`config.mk`:
```
export PLATFORM = sky130hd
export DESIGN_NAME = i2c_master_byte_engine
export DESIGN_NICKNAME = d
export VERILOG_FILES = /design/src/design/i2cm_pkg.sv /design/src/design/i2c_master_byte_engine.sv
export SDC_FILE = /design/constraint.sdc
export NUM_CORES = 1
export LEC_CHECK = 0
export ABC_AREA = 1
export BUFFER_PORTS_ARGS = -buffer_cell sky130_fd_sc_hd__buf_2
export CAP_MARGIN = 15
export CELL_PAD_IN_SITES_DETAIL_PLACEMENT = 0
export CELL_PAD_IN_SITES_GLOBAL_PLACEMENT = 1
export CORE_ASPECT_RATIO = 0.8
export CORE_UTILIZATION = 40
export DETAILED_ROUTE_END_ITERATION = 10
export PLACE_DENSITY = 0.83
export SLEW_MARGIN = 40
export SYNTH_ARGS = -nofsm -noshare
export SYNTH_HDL_FRONTEND = slang
export SYNTH_SLANG_ARGS = --single-unit
```
`constraint.sdc`:
```
create_clock -name i_clk -period 6.81 [get_ports i_clk]
set_input_delay 1.362 -clock i_clk [delete_from_list [all_inputs] [get_ports i_clk]]
set_output_delay 1.362 -clock i_clk [all_outputs]
set_load 0.03 [all_outputs]
```
`src/design/i2cm_pkg.sv`:
```
`default_nettype none
// ----------------------------------------------------------------------------
// I2C master byte engine package
// Shared types, command codes and widths for the I2C master byte engine.
// ----------------------------------------------------------------------------
package i2cm_pkg;

    // Width of the segment tick counter.
    localparam int unsigned COUNT_WIDTH = 16;

    // Width of the half period register, and its value after reset.
    localparam int unsigned HALF_WIDTH = 16;
    localparam logic [HALF_WIDTH-1:0] HALF_RESET = HALF_WIDTH'(10);

    // Nine bit slots per byte: eight data bits and the acknowledge bit.
    localparam logic [3:0] ACK_SLOT = 4'd8;

    // Stream payload widths.
    localparam int unsigned S_TDATA_WIDTH = 16;
    localparam int unsigned M_TDATA_WIDTH = 16;
    localparam int unsigned OP_WIDTH      = 3;

    // Configuration register indexes.
    localparam logic REG_HALF_PERIOD = 1'b0;

    // Commands carried on the input stream.
    typedef enum logic [OP_WIDTH-1:0] {
        OP_NONE  = 3'd0,
        OP_START = 3'd1,
        OP_STOP  = 3'd2,
        OP_ADDR  = 3'd3,
        OP_WRITE = 3'd4,
        OP_READ  = 3'd5
    } t_op;

    // Pin sequencer phases.
    typedef enum logic [2:0] {
        PH_IDLE     = 3'd0,
        PH_START_A  = 3'd1,
        PH_START_B  = 3'd2,
        PH_STOP_A   = 3'd3,
        PH_STOP_B   = 3'd4,
        PH_BIT_LOW  = 3'd5,
        PH_BIT_HIGH = 3'd6
    } t_phase;

endpackage : i2cm_pkg
`default_nettype wire

```
`src/design/i2c_master_byte_engine.sv`:
```
`default_nettype none
// ----------------------------------------------------------------------------
// I2C master byte engine
// Drives SCL and SDA for start, stop, address, write and read commands.
// Each input transaction is one timing tick; each tick gives one result.
// ----------------------------------------------------------------------------
// Results: each result is registered on the clock edge that accepts its tick.
// Throughput: one tick per cycle; the sequencer state and the result register
// update together, and the input stays ready while the result register is
// empty or being drained.
// Reset: synchronous, active low; the sequencer is idle with both lines
// released, the half period is 10 ticks and no result is pending.
module i2c_master_byte_engine (
    input  wire logic                               i_clk,
    input  wire logic                               i_rst_n,
    // Input tick stream
    input  wire logic                               s_axis_tvalid,
    output logic                                    s_axis_tready,
    // [7:0] data, [8] rw, [9] sda_in, [15:10] zero
    input  wire logic [i2cm_pkg::S_TDATA_WIDTH-1:0] s_axis_tdata,
    // [2:0] op
    input  wire logic [i2cm_pkg::OP_WIDTH-1:0]      s_axis_tuser,
    // Read ending: 1 sends nack after the byte, 0 sends ack
    input  wire logic                               s_axis_tlast,
    // Result stream
    output logic                                    m_axis_tvalid,
    input  wire logic                               m_axis_tready,
    // [0] scl, [1] sda_out, [2] busy_res, [3] done_res, [11:4] read_data,
    // [12] ack, [15:13] zero
    output logic [i2cm_pkg::M_TDATA_WIDTH-1:0]      m_axis_tdata,
    // Configuration port
    input  wire logic                               psel,
    input  wire logic                               penable,
    input  wire logic                               pwrite,
    input  wire logic [2:0]                         paddr,
    input  wire logic [31:0]                        pwdata,
    output logic [31:0]                             prdata,
    output logic                                    pready
);
    import i2cm_pkg::*;

    // Input fields.
    t_op                   w_op;
    logic [7:0]            w_data;
    logic                  w_rw;
    logic                  w_last;
    logic                  w_sda_in;
    logic                  w_accept;

    // Sequencer state.
    t_phase                r_phase,    n_phase;
    logic [3:0]            r_bit_idx,  n_bit_idx;
    logic [7:0]            r_shift,    n_shift;
    logic [COUNT_WIDTH-1:0] r_tick,    n_tick;
    logic [7:0]            r_rx_byte,  n_rx_byte;
    logic                  r_ack,      n_ack;
    logic                  r_scl,      n_scl;
    logic                  r_sda,      n_sda;
    t_op                   r_cur_op,   n_cur_op;
    logic                  r_nack,     n_nack;
    logic                  n_done;

    logic [HALF_WIDTH-1:0] r_half;
    logic [COUNT_WIDTH-1:0] w_limit;
    logic                  w_seg_end;
    logic                  w_cmd_valid;

    // Result register.
    logic                  r_out_valid;
    logic [M_TDATA_WIDTH-1:0] r_out_data;

    // SDA level in a bit low segment, given the slot and the byte being shifted.
    function automatic logic low_sda(input logic [3:0] idx, input logic [7:0] shift,
                                     input t_op op, input logic nack);
        logic v;
        if (idx < ACK_SLOT) begin
            v = (op == OP_READ) ? 1'b1 : shift[7];
        end else begin
            v = (op == OP_READ) ? nack : 1'b1;
        end
        return v;
    endfunction

    // Unpack the input transaction.
    always_comb begin
        w_op     = t_op'(s_axis_tuser);
        w_data   = s_axis_tdata[7:0];
        w_rw     = s_axis_tdata[8];
        w_sda_in = s_axis_tdata[9];
        w_last   = s_axis_tlast;
    end

    assign s_axis_tready = !r_out_valid || m_axis_tready;
    assign w_accept      = s_axis_tvalid && s_axis_tready;

    // Configuration port: one register, writes always complete at once.
    assign pready = 1'b1;
    always_comb begin
        prdata = '0;
        if (paddr[2] == REG_HALF_PERIOD) begin
            prdata = {{(32-HALF_WIDTH){1'b0}}, r_half};
        end
    end

    always_ff @(posedge i_clk) begin
        if (!i_rst_n) begin
            r_half <= HALF_RESET;
        end else if (psel && penable && pwrite && pready && paddr[2] == REG_HALF_PERIOD) begin
            r_half <= pwdata[HALF_WIDTH-1:0];
        end
    end

    // Segment length: a zero half period counts as one tick.
    assign w_limit   = (r_half == '0) ? COUNT_WIDTH'(1) : COUNT_WIDTH'(r_half);
    assign w_seg_end = (r_tick >= w_limit);
    assign w_cmd_valid = (w_op == OP_START) || (w_op == OP_STOP) || (w_op == OP_ADDR)
                      || (w_op == OP_WRITE) || (w_op == OP_READ);

    // Next phase.
    always_comb begin
        n_phase = r_phase;
        unique case (r_phase)
            PH_IDLE: begin
                if (w_op == OP_START) begin
                    n_phase = PH_START_A;
                end else if (w_op == OP_STOP) begin
                    n_phase = PH_STOP_A;
                end else if (w_cmd_valid) begin
                    n_phase = PH_BIT_LOW;
                end
            end
            PH_START_A:  if (w_seg_end) n_phase = PH_START_B;
            PH_START_B:  if (w_seg_end) n_phase = PH_IDLE;
            PH_STOP_A:   if (w_seg_end) n_phase = PH_STOP_B;
            PH_STOP_B:   if (w_seg_end) n_phase = PH_IDLE;
            PH_BIT_LOW:  if (w_seg_end) n_phase = PH_BIT_HIGH;
            PH_BIT_HIGH: begin
                if (w_seg_end) begin
                    n_phase = (r_bit_idx < ACK_SLOT) ? PH_BIT_LOW : PH_IDLE;
                end
            end
            default:     n_phase = PH_IDLE;
        endcase
    end

    // Pin levels, shift register, counters and status for this tick.
    always_comb begin
        n_bit_idx = r_bit_idx;
        n_shift   = r_shift;
        n_tick    = r_tick;
        n_rx_byte = r_rx_byte;
        n_ack     = r_ack;
        n_scl     = r_scl;
        n_sda     = r_sda;
        n_cur_op  = r_cur_op;
        n_nack    = r_nack;
        n_done    = 1'b0;
        if (r_phase == PH_IDLE) begin
            // Take a new command.
            if (w_cmd_valid) begin
                n_cur_op = w_op;
                n_tick   = COUNT_WIDTH'(1);
                if (w_op == OP_START) begin
                    n_scl = 1'b1;
                    n_sda = 1'b1;
                end else if (w_op == OP_STOP) begin
                    n_scl = 1'b0;
                    n_sda = 1'b0;
                end else begin
                    n_bit_idx = '0;
                    if (w_op == OP_ADDR) begin
                        n_shift = {w_data[6:0], w_rw};
                    end else if (w_op == OP_WRITE) begin
                        n_shift = w_data;
                    end else begin
                        n_shift = '0;
                        n_nack  = w_last;
                    end
                    n_scl = 1'b0;
                    n_sda = low_sda(4'd0, n_shift, w_op, n_nack);
                end
            end
        end else if (w_seg_end) begin
            // End of a segment: move to the next one.
            n_tick = COUNT_WIDTH'(1);
            unique case (r_phase)
                PH_START_A, PH_STOP_A: begin
                    n_scl = 1'b1;
                    n_sda = 1'b0;
                end
                PH_START_B: begin
                    n_scl  = 1'b0;
                    n_sda  = 1'b0;
                    n_done = 1'b1;
                end
                PH_STOP_B: begin
                    n_scl  = 1'b1;
                    n_sda  = 1'b1;
                    n_done = 1'b1;
                end
                PH_BIT_LOW: begin
                    n_scl = 1'b1;
                end
                default: begin
                    if (r_bit_idx < ACK_SLOT) begin
                        n_shift   = {r_shift[6:0], w_sda_in};
                        n_bit_idx = r_bit_idx + 4'd1;
                        n_scl     = 1'b0;
                        n_sda     = low_sda(n_bit_idx, n_shift, r_cur_op, r_nack);
                    end else begin
                        if (r_cur_op == OP_READ) begin
                            n_rx_byte = r_shift;
                        end else begin
                            n_ack = w_sda_in;
                        end
                        n_scl  = 1'b0;
                        n_done = 1'b1;
                    end
                end
            endcase
            if (n_done) begin
                n_tick    = '0;
                n_bit_idx = '0;
            end
        end else begin
            n_tick = r_tick + COUNT_WIDTH'(1);
        end
    end

    // Sequencer registers advance once per accepted tick.
    always_ff @(posedge i_clk) begin
        if (!i_rst_n) begin
            r_phase   <= PH_IDLE;
            r_bit_idx <= '0;
            r_shift   <= '0;
            r_tick    <= '0;
            r_rx_byte <= '0;
            r_ack     <= 1'b1;
            r_scl     <= 1'b1;
            r_sda     <= 1'b1;
            r_cur_op  <= OP_NONE;
            r_nack    <= 1'b0;
        end else if (w_accept) begin
            r_phase   <= n_phase;
            r_bit_idx <= n_bit_idx;
            r_shift   <= n_shift;
            r_tick    <= n_tick;
            r_rx_byte <= n_rx_byte;
            r_ack     <= n_ack;
            r_scl     <= n_scl;
            r_sda     <= n_sda;
            r_cur_op  <= n_cur_op;
            r_nack    <= n_nack;
        end
    end

    // Result register, held until the downstream side takes it.
    always_ff @(posedge i_clk) begin
        if (!i_rst_n) begin
            r_out_valid <= 1'b0;
        end else if (w_accept) begin
            r_out_valid <= 1'b1;
        end else if (m_axis_tready) begin
            r_out_valid <= 1'b0;
        end
    end

    always_ff @(posedge i_clk) begin
        if (w_accept) begin
            r_out_data <= {3'b000, n_ack, n_rx_byte, n_done,
                           (n_phase != PH_IDLE), n_sda, n_scl};
        end
    end

    assign m_axis_tvalid = r_out_valid;
    assign m_axis_tdata  = r_out_data;

    // A completing tick never reports the engine as busy.
    a_done_not_busy: assert property (@(posedge i_clk) disable iff (!i_rst_n)
        m_axis_tvalid |-> !(m_axis_tdata[3] && m_axis_tdata[2]))
        else $error("done and busy reported together");

    // The tick counter rests at zero while idle.
    a_idle_tick_zero: assert property (@(posedge i_clk) disable iff (!i_rst_n)
        (r_phase == PH_IDLE) |-> (r_tick == '0 && r_bit_idx == '0))
        else $error("idle sequencer with running counters");

    // The bit slot never passes the acknowledge slot.
    a_bit_idx_range: assert property (@(posedge i_clk) disable iff (!i_rst_n)
        r_bit_idx <= ACK_SLOT)
        else $error("bit slot out of range");

    // A result that is not taken stays put and blocks the next tick.
    a_hold_result: assert property (@(posedge i_clk) disable iff (!i_rst_n)
        (m_axis_tvalid && !m_axis_tready) |=> (m_axis_tvalid && $stable(r_out_data)))
        else $error("pending result lost");

    // The sequencer only moves on an accepted tick.
    a_state_hold: assert property (@(posedge i_clk) disable iff (!i_rst_n)
        !w_accept |=> ($stable(r_phase) && $stable(r_tick)))
        else $error("sequencer moved without a tick");

endmodule : i2c_master_byte_engine
`default_nettype wire
```
# Yosys cells after proc, flatten, opt, wreduce, memory -nomap -nowiden
# Index checks and enable logic that the tools add are counted.
# word_totals
ff_bits	76
in_bits	62
output_inout_bits	51
wordCells	135
# op_classes
addsub	2
order_cmp	3
n_eq_ne	17
muxes	65
n_bitwise	6
n_reduce_logical	28
# op_table
op	n
$mux 8	14
$mux 16	5
$mux 4	8
$mux 3	9
$mux 1	26
$reduce_and 7->1	3
$eq 3x3->1 const B	6
$pmux 3 s6	1
$add 16x1->16 const B	1
$ge 16x16->1	1
$logic_not 16->1	1
$eq 3x2->1 const B	4
$lt 4x4->1 const B	2
$eq 3x1->1 const B	2
$ne 2x2->1 const B	3
$not 1->1	6
$reduce_bool 2->1	3
$reduce_bool 3->1	2
$reduce_or 3->1	2
$logic_or 1x1->1	5
$reduce_or 5->1	1
$add 4x1->4 const B	1
$logic_and 1x1->1	4
$reduce_or 2->1	2
other kinds (9)	9

# Depth between registers and ports, before layout
# Gate-level depths: netlist of run 1.
# logic_depth
word_depth	10
ltp_mapped	21
mapped_depth_nobuf	20

# Least setup slack after synthesis of run 1
# Ideal clock, no wire load.
# synth_path
path_kind	input-to-output
start	input port paddr[2]
end	output port prdata[10]
arrival_time_ns	2.161
required_time_ns	5.448
path_slack_ns	3.287
stages	3
path_buffers	2
cell_sequence	clkbuf_1 clkbuf_1 nor2_1
# synth_between
elab_chain_len	1
# synth_lines
element	line_no	text
from (decl)	i2c_master_byte_engine.sv:35	input wire logic [2:0] paddr,
$mux 16	i2c_master_byte_engine.sv:100	if (paddr[2] == REG_HALF_PERIOD) begin
to (decl)	i2c_master_byte_engine.sv:37	output logic [31:0] prdata,
# Every way passes these cells.

# Worst setup path in the final report of run 1
# layout_path
start	input port m_axis_tready
end	register r_tick[11]
# layout_between
elab_chain_len	3
# layout_lines
element	line_no	text
from (decl)	i2c_master_byte_engine.sv:27	input wire logic m_axis_tready,
$logic_or 1x1->1	i2c_master_byte_engine.sv:93	assign s_axis_tready = !r_out_valid || m_axis_tready;
$logic_and 1x1->1	i2c_master_byte_engine.sv:94	assign w_accept = s_axis_tvalid && s_axis_tready;
$reduce_and 2->1 (no line)	n/a	
to (signal assigned)	i2c_master_byte_engine.sv:247	r_tick <= n_tick;
to (decl)	i2c_master_byte_engine.sv:54	logic [COUNT_WIDTH-1:0] r_tick, n_tick;
# Every way passes these cells.
# A chain may end at the register's enable or synchronous reset.

==> results of run 1 <==
cell usage in the layout (no fill, tap or decap), types with 5 or more instances in the layout:
master     netlist  layout
a21oi_1         51      51
buf_2            2      68
clkbuf_16        0      11
conb_1           2      20
dfxtp_1         63      63
edfxtp_1        13      13
ha_1            18      18
inv_1           76      76
inv_2            5       5
nand2_1         99      99
nand3_1         26      26
nand4_1          9       9
nor2_1          71      71
nor3_1           8       8
o21ai_0         44      44
o21ai_1         14      13
o21bai_1         8       8
o221ai_1         5       5
xor2_1           7       7
synth_stat cells, drive strengths merged, types with 11 or more instances:
cell    count  area share [%]
nand2     100             9.0
inv        81             7.2
nor2       74             6.8
dfxtp      63              30
o21ai      59             7.1
a21oi      51             6.1
nand3      27             3.3
buf        24             4.2
ha         18             5.3
clkbuf     13             1.2
edfxtp     13             9.3
nor3       11             1.8
metal layers:
| layer | vias to the layer above | GRT usage (%) |
|---|---|---|
| li1 | 1997 | - |
| met1 | 1683 | 28.57 |
| met2 | 93 | 25.89 |
| met5 | - | 0 |
| met4 | 0 | 4.219 |
| met3 | 6 | 4.581 |
critical path, stage by stage:
cell and delay, ps:
buf_2 100, inv_1 40, nand2_1 70, nand2_1 530, clkinv_1 390, buf_4 330, o21ai_2 260, inv_2 210
nand3_1 170, nor2_1 110, nand2_1 80, xor2_1 150, nor2_1 50
state kept, by name, summed over array words and instances, names as in the netlist:
register and cells:
r_rx_byte 8, r_tick 16, r_shift 8, m_axis_tdata 13
r_phase 3, r_half 16, r_sda 1, r_scl 1
m_axis_tvalid 1, r_ack 1, r_cur_op 3, r_bit_idx 4
r_nack 1
cells by family (layout without fill, tap and decap cells):
family          count (synthesis)  in the layout  share of synthesized area [%]
compound gates                133            133                          17.39
xor+xnor                        9              9                          1.872
fa+ha+maj                      18             18                          5.349
buf+inv                       120            168                          12.81
flops                          76             76                          39.23
other cells                     2             20                         0.1784
simple gates                  227            227                          23.18
power by group through the flow:
stage / logic [mW] / clock network, mW / registers, mW
global placement: 0.187 / 0 / 0.504
detailed placement: 0.190 / 0 / 0.505
floorplan: 0.138 / 0 / 0.517
CTS: 0.191 / 0.558 / 0.496
global route: 0.216 / 0.573 / 0.498
finish: 0.191 / 0.544 / 0.496
cell type report:
class,count,share of cell area (%)
well taps,140,3.557
clock inverters,3,1.321
clock buffers,13,5.742
inverters,83,6.326
multi-input cells,407,42.45
repair buffers,69,7.063
flip-flops and latches,76,33.54
final timing paths:
| path | startpoint | to | slack, ps | cells after the start |
|---|---|---|---|---|
| setup / recovery | m_axis_tready | r_tick[11] | 3140 | 13 |
| hold / removal | r_nack | r_nack | 480 | 2 |
| setup reg to reg | r_half[12] | r_shift[6] | 3920 | 19 |
| hold reg to reg | r_nack | r_nack | 480 | 2 |
==> results.yml, run 1 <==
global_routing:
  grt_usage_pct: 18.70
  grt_start_max_net_pins: 39
  overflow: 0
  grt_pass1_vias: 3283
  grt_pass1_wl_mm: 15.88
  antenna_found_initial: 0
sta:
  finalCritPeriodShare_pct: 53.90
  rsz0062_at_grt: "false"
  min_period_ps: 3670
  slew_headroom_pct: 50.87
  totalNegativeSetupSlack_ps: 0
  setup_viol: 0
  setup_ws_ps: 3140
  skew_ps: 9.593
  holdWs_ps: 475.1
  hold_violations: 0
  drv_slew: 0
  fmax_mhz: 272.5
  worst-slew-pin-transition_ps: 734.5
floorplan:
  die_w_um: 116.7
  initial_utilization_pct: 41.12
  core-area_um2: 10240
  io_pins: 113
  dieArea_um2: 10940
  die_h_um: 93.77
  rows: 33
synth:
  ys_warn_count: 0
  synth_edf_count: 13
  synthCells: 585
  ys_seq_area_share_pct: 39.23
  synth_ff_type: "dfxtp_1"
  ys_ff_latch: 76
  synth.avg_cell_area_um2: 7.197
  syn_area_um2: 4210
  ys_types: 42
  ys_async_sr_fraction_pct: 0
placed_design:
  place_inst: 775
  gp_congestion: 0.8115
  io_buffers: 68
  pre_cts_ws_ps: 2767
  dpl_cell_area_um2: 4573
  dpl.hpwl_mm: 7.084
worst_setup_path:
  end_kind: "register"
  startpoint_type: "input pin"
  critPathRequiredTime_ps: 7010
  worstPathArrival_ps: 3870
  setup.worst_path.class: "in -> reg"
  path_max_fanout: 22
run:
  drv_cap: 0
final_layout:
  final_util_pct: 48.09
  fill_cells: 1061
  num_antenna_cells: 0
  seqCellArea_um2: 1652
  design_area_um2: 4925
  finalNetCount: 726
  instances_no_fill: 791
  drive_above_1_share_pct: 15.05
  multi_input_area_um2: 2091
  syn2layout_area_growth_pct: 16.97
pwr:
  switchingPower_mw: 0.3286
  p_int_mw: 0.9029
  comb_power_share_pct: 15.5
  p_per_area_nw_per_um2: 250.1
  clockPowerShare_pct: 44.2
  switching_share_pct: 26.68
  power_frac_seq_pct: 40.3
  power_leakage_nw: 2.253
  total_power_mw: 1.231
  peakVddDrop_v: 0.0001404
routing:
  drt_first_pass_iters: 7
  wirelength_mm: 9.600
  route.layer.met1.wl_mm: 5.110
  avgViaCountPerCell: 4.777
  dr_wl_met2_mm: 3.914
  dr_wl_met3_um: 523
  drc: 2
  routedWlPerCell_um: 12.14
  top_layer: "met4"
  drtIter0Drc: 177
  vias: 3779
  antenna_left: 0
cts:
  clk_path_buf_depth: 2
  clk_pin_slew_ps: 60
  cts_resized: 0
  ctsHtreeMaxLevel: 3
  clock-sinks: 76
  cts_setup_buffers: 0
  insertion_delay_ps: 330
  cts_hold_buf: 0
  numCtsBuffers: 9
  cts_tree: "done"
  cts-root-buf: "clkbuf_16"
outcome:
  violations: "design-rule violations"
  status: "complete, but fails checks"
min_path:
  hp-class: "reg -> reg"
(Power assumes the default switching activity.)
==> inputs of run 2 (changes only) <==
--- a/config.mk
+++ b/config.mk
@@ -5,7 +5,7 @@
 export SDC_FILE = /design/constraint.sdc
 export NUM_CORES = 1
 export LEC_CHECK = 0
-export ABC_AREA = 1
+export ABC_AREA = 0
 export BUFFER_PORTS_ARGS = -buffer_cell sky130_fd_sc_hd__buf_2
 export CAP_MARGIN = 15
 export CELL_PAD_IN_SITES_DETAIL_PLACEMENT = 0
@@ -13,7 +13,7 @@
 export CORE_ASPECT_RATIO = 0.8
 export CORE_UTILIZATION = 40
 export DETAILED_ROUTE_END_ITERATION = 10
-export PLACE_DENSITY = 0.83
+export PLACE_DENSITY = 0.79
 export SLEW_MARGIN = 40
 export SYNTH_ARGS = -nofsm -noshare
 export SYNTH_HDL_FRONTEND = slang
==> constraint.sdc (replaced) <==
create_clock -name i_clk -period 3.4 [get_ports i_clk]
set_input_delay 0.68 -clock i_clk [delete_from_list [all_inputs] [get_ports i_clk]]
set_output_delay 0.68 -clock i_clk [all_outputs]
set_load 0.03 [all_outputs]
==> results.yml, run 2 <==
global_routing:
  overflow: 0
  antenna_found_initial: 0
  grt_pass1_wl_mm: 17.37
  grt_usage_pct: 19.45
  grt_pass1_vias: 3423
  grt_start_max_net_pins: 41
routing:
  drtIter0Drc: 294
  vias: 3831
  wirelength_mm: 10.79
  avgViaCountPerCell: 5.403
  routedWlPerCell_um: 15.22
  antenna_left: 0
  drc: 0
  drt_first_pass_iters: 5
cts:
  cts_tree: "done"
  insertion_delay_ps: 340
  cts-root-buf: "clkbuf_16"
  cts_hold_buf: 0
  ctsHtreeMaxLevel: 3
  clock-sinks: 76
  cts_setup_buffers: 0
  clk_pin_slew_ps: 70
  clk_path_buf_depth: 2
  cts_resized: 0
  numCtsBuffers: 9
run:
  drv_cap: 0
worst_setup_path:
  critPathRequiredTime_ps: 3500
  setup.worst_path.class: "reg -> reg"
  r2r_start: "r_half[7]"
  critPathMaxStageDelay_ps: 490
  path_cells: "nor4_1 > a41o_1 > ha_1 > nand2b_4 > a2111oi_4 > nor4_4 > nor3_4 > buf_12 > nor3_4 > buf_4 > mux2_2"
  reg2regPathDepth: 11
  cpMostUsedCell: "nor3_4"
  path_buf_inv: 2
  path_max_fanout: 25
  crit_family: "simple AND/OR/NAND/NOR gates"
  end_kind: "register"
  regToRegSetupSlack_ps: 230
  cpMaxStageDelayCell: "nor4_1"
  worstPathArrival_ps: 3260
  startpoint_type: "register"
  timing.rr.end: "m_axis_tdata[11]"
sta:
  totalNegativeSetupSlack_ps: 0
  setup_ws_ps: 231.8
  worst-slew-pin-transition_ps: 800.8
  fmax_mhz: 315.6
  drv_slew: 0
  skew_ps: 6.748
  slew_headroom_pct: 46.49
  finalCritPeriodShare_pct: 93.18
  min_period_ps: 3168
  setup_viol: 0
  rsz0062_at_grt: "false"
  hold_violations: 0
final_layout:
  syn2layout_area_growth_pct: 14.73
  final_common_cell: "nand2_1"
  finalNetCount: 644
  design_area_um2: 5069
  num_antenna_cells: 0
  drive_above_1_share_pct: 21.27
  mostFrequentLayoutCells: "nand2_1, buf_2, dfxtp_1, nor2_1, a21oi_1"
synth:
  yosys-top-cells-count: "nand2_1, dfxtp_1, nor2_1"
  ys_types: 74
  ys_warn_count: 0
  synth_most_common_cell: "nand2_1"
  ys_ff_latch: 76
  synth_edf_count: 13
  yosys-top-cells-area: "dfxtp_1, edfxtp_1, nand2_1, ha_1, mux2i_1"
  synth_ff_type: "dfxtp_1"
  synth.avg_cell_area_um2: 8.714
  ys_seq_area_share_pct: 37.38
  ys_async_sr_fraction_pct: 0
  synthCells: 507
  syn_area_um2: 4418
  yosys.area.top_type: "dfxtp_1"
  synth_top_area_share_pct: 28.55
pwr:
  switching_share_pct: 29.75
  clockPowerShare_pct: 41.0
  p_int_mw: 1.564
  switchingPower_mw: 0.6624
  peakVddDrop_v: 0.0002585
  power_frac_seq_pct: 43.4
  p_per_area_nw_per_um2: 439.2
  power_leakage_nw: 2.080
  total_power_mw: 2.226
  comb_power_share_pct: 15.5
placed_design:
  io_buffers: 68
  dpl.hpwl_mm: 7.881
  dpl_cell_area_um2: 4787
  gp_congestion: 0.8081
  pre_cts_ws_ps: 207.4
floorplan:
  die_h_um: 96
  rows: 33
  core-area_um2: 10490
  dieArea_um2: 11470
  initial_utilization_pct: 42.13
  io_pins: 113
  die_w_um: 119.5
min_path:
  holdCritStartpoint: "r_rx_byte[7]"
  hp-class: "reg -> reg"
  min_to: "r_rx_byte[7]"
  holdPathStages: 2
outcome:
  status: "finished, final reports clean"
-- run 2: cell count changes after synthesis, moves of 8 or more --
cell	previous run	this run
a21oi_1	51	31
inv_1	76	22
nor2_1	71	48
mux2i_1	0	20
nand2_1	99	69
o21ai_0	44	12
mux2_2	0	11
o21bai_1	8	0
o211ai_1	3	13
nand3_1	26	13
o21ai_1	14	0
-- run 2: area by class of cell --
type	count	area [um2]
tap	140	175.2
fill	1026	5419
clock buffer	9	225.2
timing repair buffer	79	435.4
inverter	23	86.33
multi-input combinational	375	2439
sequential	76	1652
clock inverter	7	56.30
-- run 2: cell families after synthesis --
family                     Yosys count  synth area share [%]
other                                2                0.1700
AOI/OAI and AO/OA                  103                 16.79
xor gates and xnor gates            13                 2.577
DFF                                 76                 37.38
buffers and inverters               74                 8.949
muxes                               31                 7.335
adders and majority gates           18                 5.098
and+or+nand+nor                    190                 21.69
-- run 2: power groups by stage --
stage / sequential (mW) / combinational [mW] / clock, mW
finish: 0.967 / 0.346 / 0.914
global route: 0.970 / 0.377 / 0.971
CTS: 0.966 / 0.344 / 0.938
detailed placement: 0.986 / 0.342 / 0
global placement: 0.985 / 0.340 / 0
floorplan: 0.996 / 0.253 / 0
-- run 2: worst register-to-register path, cell delays in order, from the launching register on --
cell	delay, ps
dfxtp_1	330
nor4_1	490
a41o_1	250
ha_1	220
nand2b_4	150
a2111oi_4	390
nor4_4	120
nor3_4	240
buf_12	210
nor3_4	60
buf_4	180
mux2_2	270
-- run 2: metal layers --
metal | vias up | global-route usage [%] | share of wire [%]
met4 | 0 | 4.688 | 0.96
met5 | - | 0 | 0
met2 | 109 | 29.53 | 43
li1 | 1893 | - | -
met3 | 10 | 4.502 | 4.7
met1 | 1819 | 27.77 | 51
-- run 2: worst max path at each step --
| stage | from | endpoint | slack [ps] | depth (start not counted) |
|---|---|---|---|---|
| floorplan | r_half[7] | m_axis_tdata[0] | 610 | 10 |
| global placement | r_half[7] | m_axis_tdata[4] | 230 | 11 |
| detailed placement | r_half[7] | m_axis_tdata[5] | 210 | 11 |
| CTS | r_half[7] | m_axis_tdata[5] | 180 | 11 |
| global route | r_half[7] | m_axis_tdata[5] | 30 | 11 |
| finish | r_half[7] | m_axis_tdata[11] | 230 | 11 |
-- run 2: metrics by stage --
stage,hold WS [ps],instances,util [%]
final,463.6,709,48.33
after global routing,476.6,709,48.33
after CTS,465.7,709,48.33
after detailed placement,456.9,693,45.65
after global placement,440.7,693,45.65
after floorplan,432.2,525,-
==> inputs of run 3 (changes only) <==
--- a/config.mk
+++ b/config.mk
@@ -8,12 +8,12 @@
 export ABC_AREA = 0
 export BUFFER_PORTS_ARGS = -buffer_cell sky130_fd_sc_hd__buf_2
 export CAP_MARGIN = 15
-export CELL_PAD_IN_SITES_DETAIL_PLACEMENT = 0
+export CELL_PAD_IN_SITES_DETAIL_PLACEMENT = 1
 export CELL_PAD_IN_SITES_GLOBAL_PLACEMENT = 1
 export CORE_ASPECT_RATIO = 0.8
-export CORE_UTILIZATION = 40
+export CORE_UTILIZATION = 43
 export DETAILED_ROUTE_END_ITERATION = 10
-export PLACE_DENSITY = 0.79
+export PLACE_DENSITY = 0.84
 export SLEW_MARGIN = 40
 export SYNTH_ARGS = -nofsm -noshare
 export SYNTH_HDL_FRONTEND = slang
==> constraint.sdc (replaced) <==
create_clock -name i_clk -period 3.85 [get_ports i_clk]
set_input_delay 0.77 -clock i_clk [delete_from_list [all_inputs] [get_ports i_clk]]
set_output_delay 0.77 -clock i_clk [all_outputs]
set_load 0.03 [all_outputs]
==> results.yml, run 3 (synthesis results as in run 2) <==
outcome:
  status: "finished, final reports clean"
floorplan:
  die_h_um: 92.66
  rows: 32
  die_w_um: 115.3
  dieArea_um2: 10690
  io_pins: 113
  initial_utilization_pct: 45.04
  core-area_um2: 9809
min_path:
  hp-class: "reg -> reg"
  holdPathStages: 2
worst_setup_path:
  critPathRequiredTime_ps: 3940
  path_max_fanout: 8
  setup.worst_path.class: "reg -> reg"
  end_kind: "register"
  critPathMaxStageDelay_ps: 470
  cpMostUsedCell: "nor3_4"
  reg2regPathDepth: 10
  startpoint_type: "register"
  path_cells: "nor4_1 > a41o_1 > ha_1 > nand2b_4 > a2111oi_4 > nor4_4 > nor3_4 > buf_4 > nor3_4 > mux2_2"
  worstPathArrival_ps: 3220
  cpMaxStageDelayCell: "nor4_1"
pwr:
  total_power_mw: 1.978
  comb_power_share_pct: 15.5
  power_frac_seq_pct: 43.2
  clockPowerShare_pct: 41.3
  switching_share_pct: 30.28
  switchingPower_mw: 0.5989
  peakVddDrop_v: 0.0002794
  p_int_mw: 1.379
  power_leakage_nw: 2.057
  p_per_area_nw_per_um2: 392.7
final_layout:
  num_antenna_cells: 0
  instances_no_fill: 702
  design_area_um2: 5036
  seqCellArea_um2: 1652
  final_common_cell: "nand2_1"
  multi_input_area_um2: 2444
  drive_above_1_share_pct: 21.02
  finalNetCount: 641
  fill_cells: 1194
  final_util_pct: 51.34
  mostFrequentLayoutCells: "nand2_1, buf_2, dfxtp_1, nor2_1, a21oi_1"
  syn2layout_area_growth_pct: 13.99
sta:
  min_period_ps: 3132
  slew_headroom_pct: 47.20
  finalCritPeriodShare_pct: 81.34
  skew_ps: 7.047
  holdWs_ps: 460.8
  worst-slew-pin-transition_ps: 786.1
  fmax_mhz: 319.3
  setup_ws_ps: 718.4
  rsz0062_at_grt: "false"
  drv_slew: 0
  setup_viol: 0
  totalNegativeSetupSlack_ps: 0
  hold_violations: 0
placed_design:
  dpl.hpwl_mm: 8.863
  dpl_cell_area_um2: 4747
  gp_congestion: 0.7933
  pre_cts_ws_ps: 695.2
  place_inst: 686
  io_buffers: 68
cts:
  cts_hold_buf: 0
  ctsHtreeMaxLevel: 3
  insertion_delay_ps: 340
  clk_pin_slew_ps: 60
  cts_setup_buffers: 0
  cts_resized: 0
  numCtsBuffers: 9
  cts-root-buf: "clkbuf_16"
  clock-sinks: 76
  cts_tree: "done"
  clk_path_buf_depth: 2
routing:
  antenna_left: 0
  vias: 3910
  routedWlPerCell_um: 17.55
  drc: 0
  avgViaCountPerCell: 5.570
  drt_first_pass_iters: 4
  wirelength_mm: 12.32
  drtIter0Drc: 235
global_routing:
  overflow: 0
  grt_pass1_vias: 3900
  grt_pass1_wl_mm: 19.84
  grt_usage_pct: 24.39
  antenna_found_initial: 0
  grt_start_max_net_pins: 40
run:
  drv_cap: 0
-- run 3: per-layer routing --
layer | routed length, um | global-route usage [%]
met2 | 5858 | 39.17
met4 | 163 | 8.658
met3 | 544 | 4.581
met5 | 0 | 0
met1 | 5757 | 32.54
-- run 3: cell type report --
cell class	instances	share of cell area [%]
clock inverters	7	1.168
clock buffers	9	4.472
flip-flops and latches	76	32.79
well taps	136	3.379
repair buffers	76	7.950
inverters	23	1.714
multi-input cells	375	48.52
-- run 3: final timing paths --
| kind | start | to | slack, ps |
|---|---|---|---|
| worst max-delay path | r_half[7] | m_axis_tdata[11] | 720 |
| worst min-delay path | r_rx_byte[3] | r_rx_byte[3] | 460 |
| worst max register to register | r_half[7] | m_axis_tdata[11] | 720 |
| worst min register to register | r_rx_byte[3] | r_rx_byte[3] | 460 |
-- run 3: critical path: cells and delay by family (launching register included) --
family	cells	cell delay, ps
AO/OA/AOI/OAI	2	310
flip-flops	1	330
multiplexers	1	400
adder cells (fa/ha/maj)	1	130
buffers and inverters	1	180
AND/OR/NAND/NOR	5	1530
-- run 3: power by group through the flow --
stage	Combinational (mW)	Sequential [mW]	Clock (mW)
2_1_floorplan	0.223	0.880	0
6_report	0.307	0.855	0.816
3_5_place_dp	0.301	0.872	0
4_1_cts	0.305	0.855	0.830
5_1_grt	0.334	0.858	0.866
3_3_place_gp	0.293	0.870	0
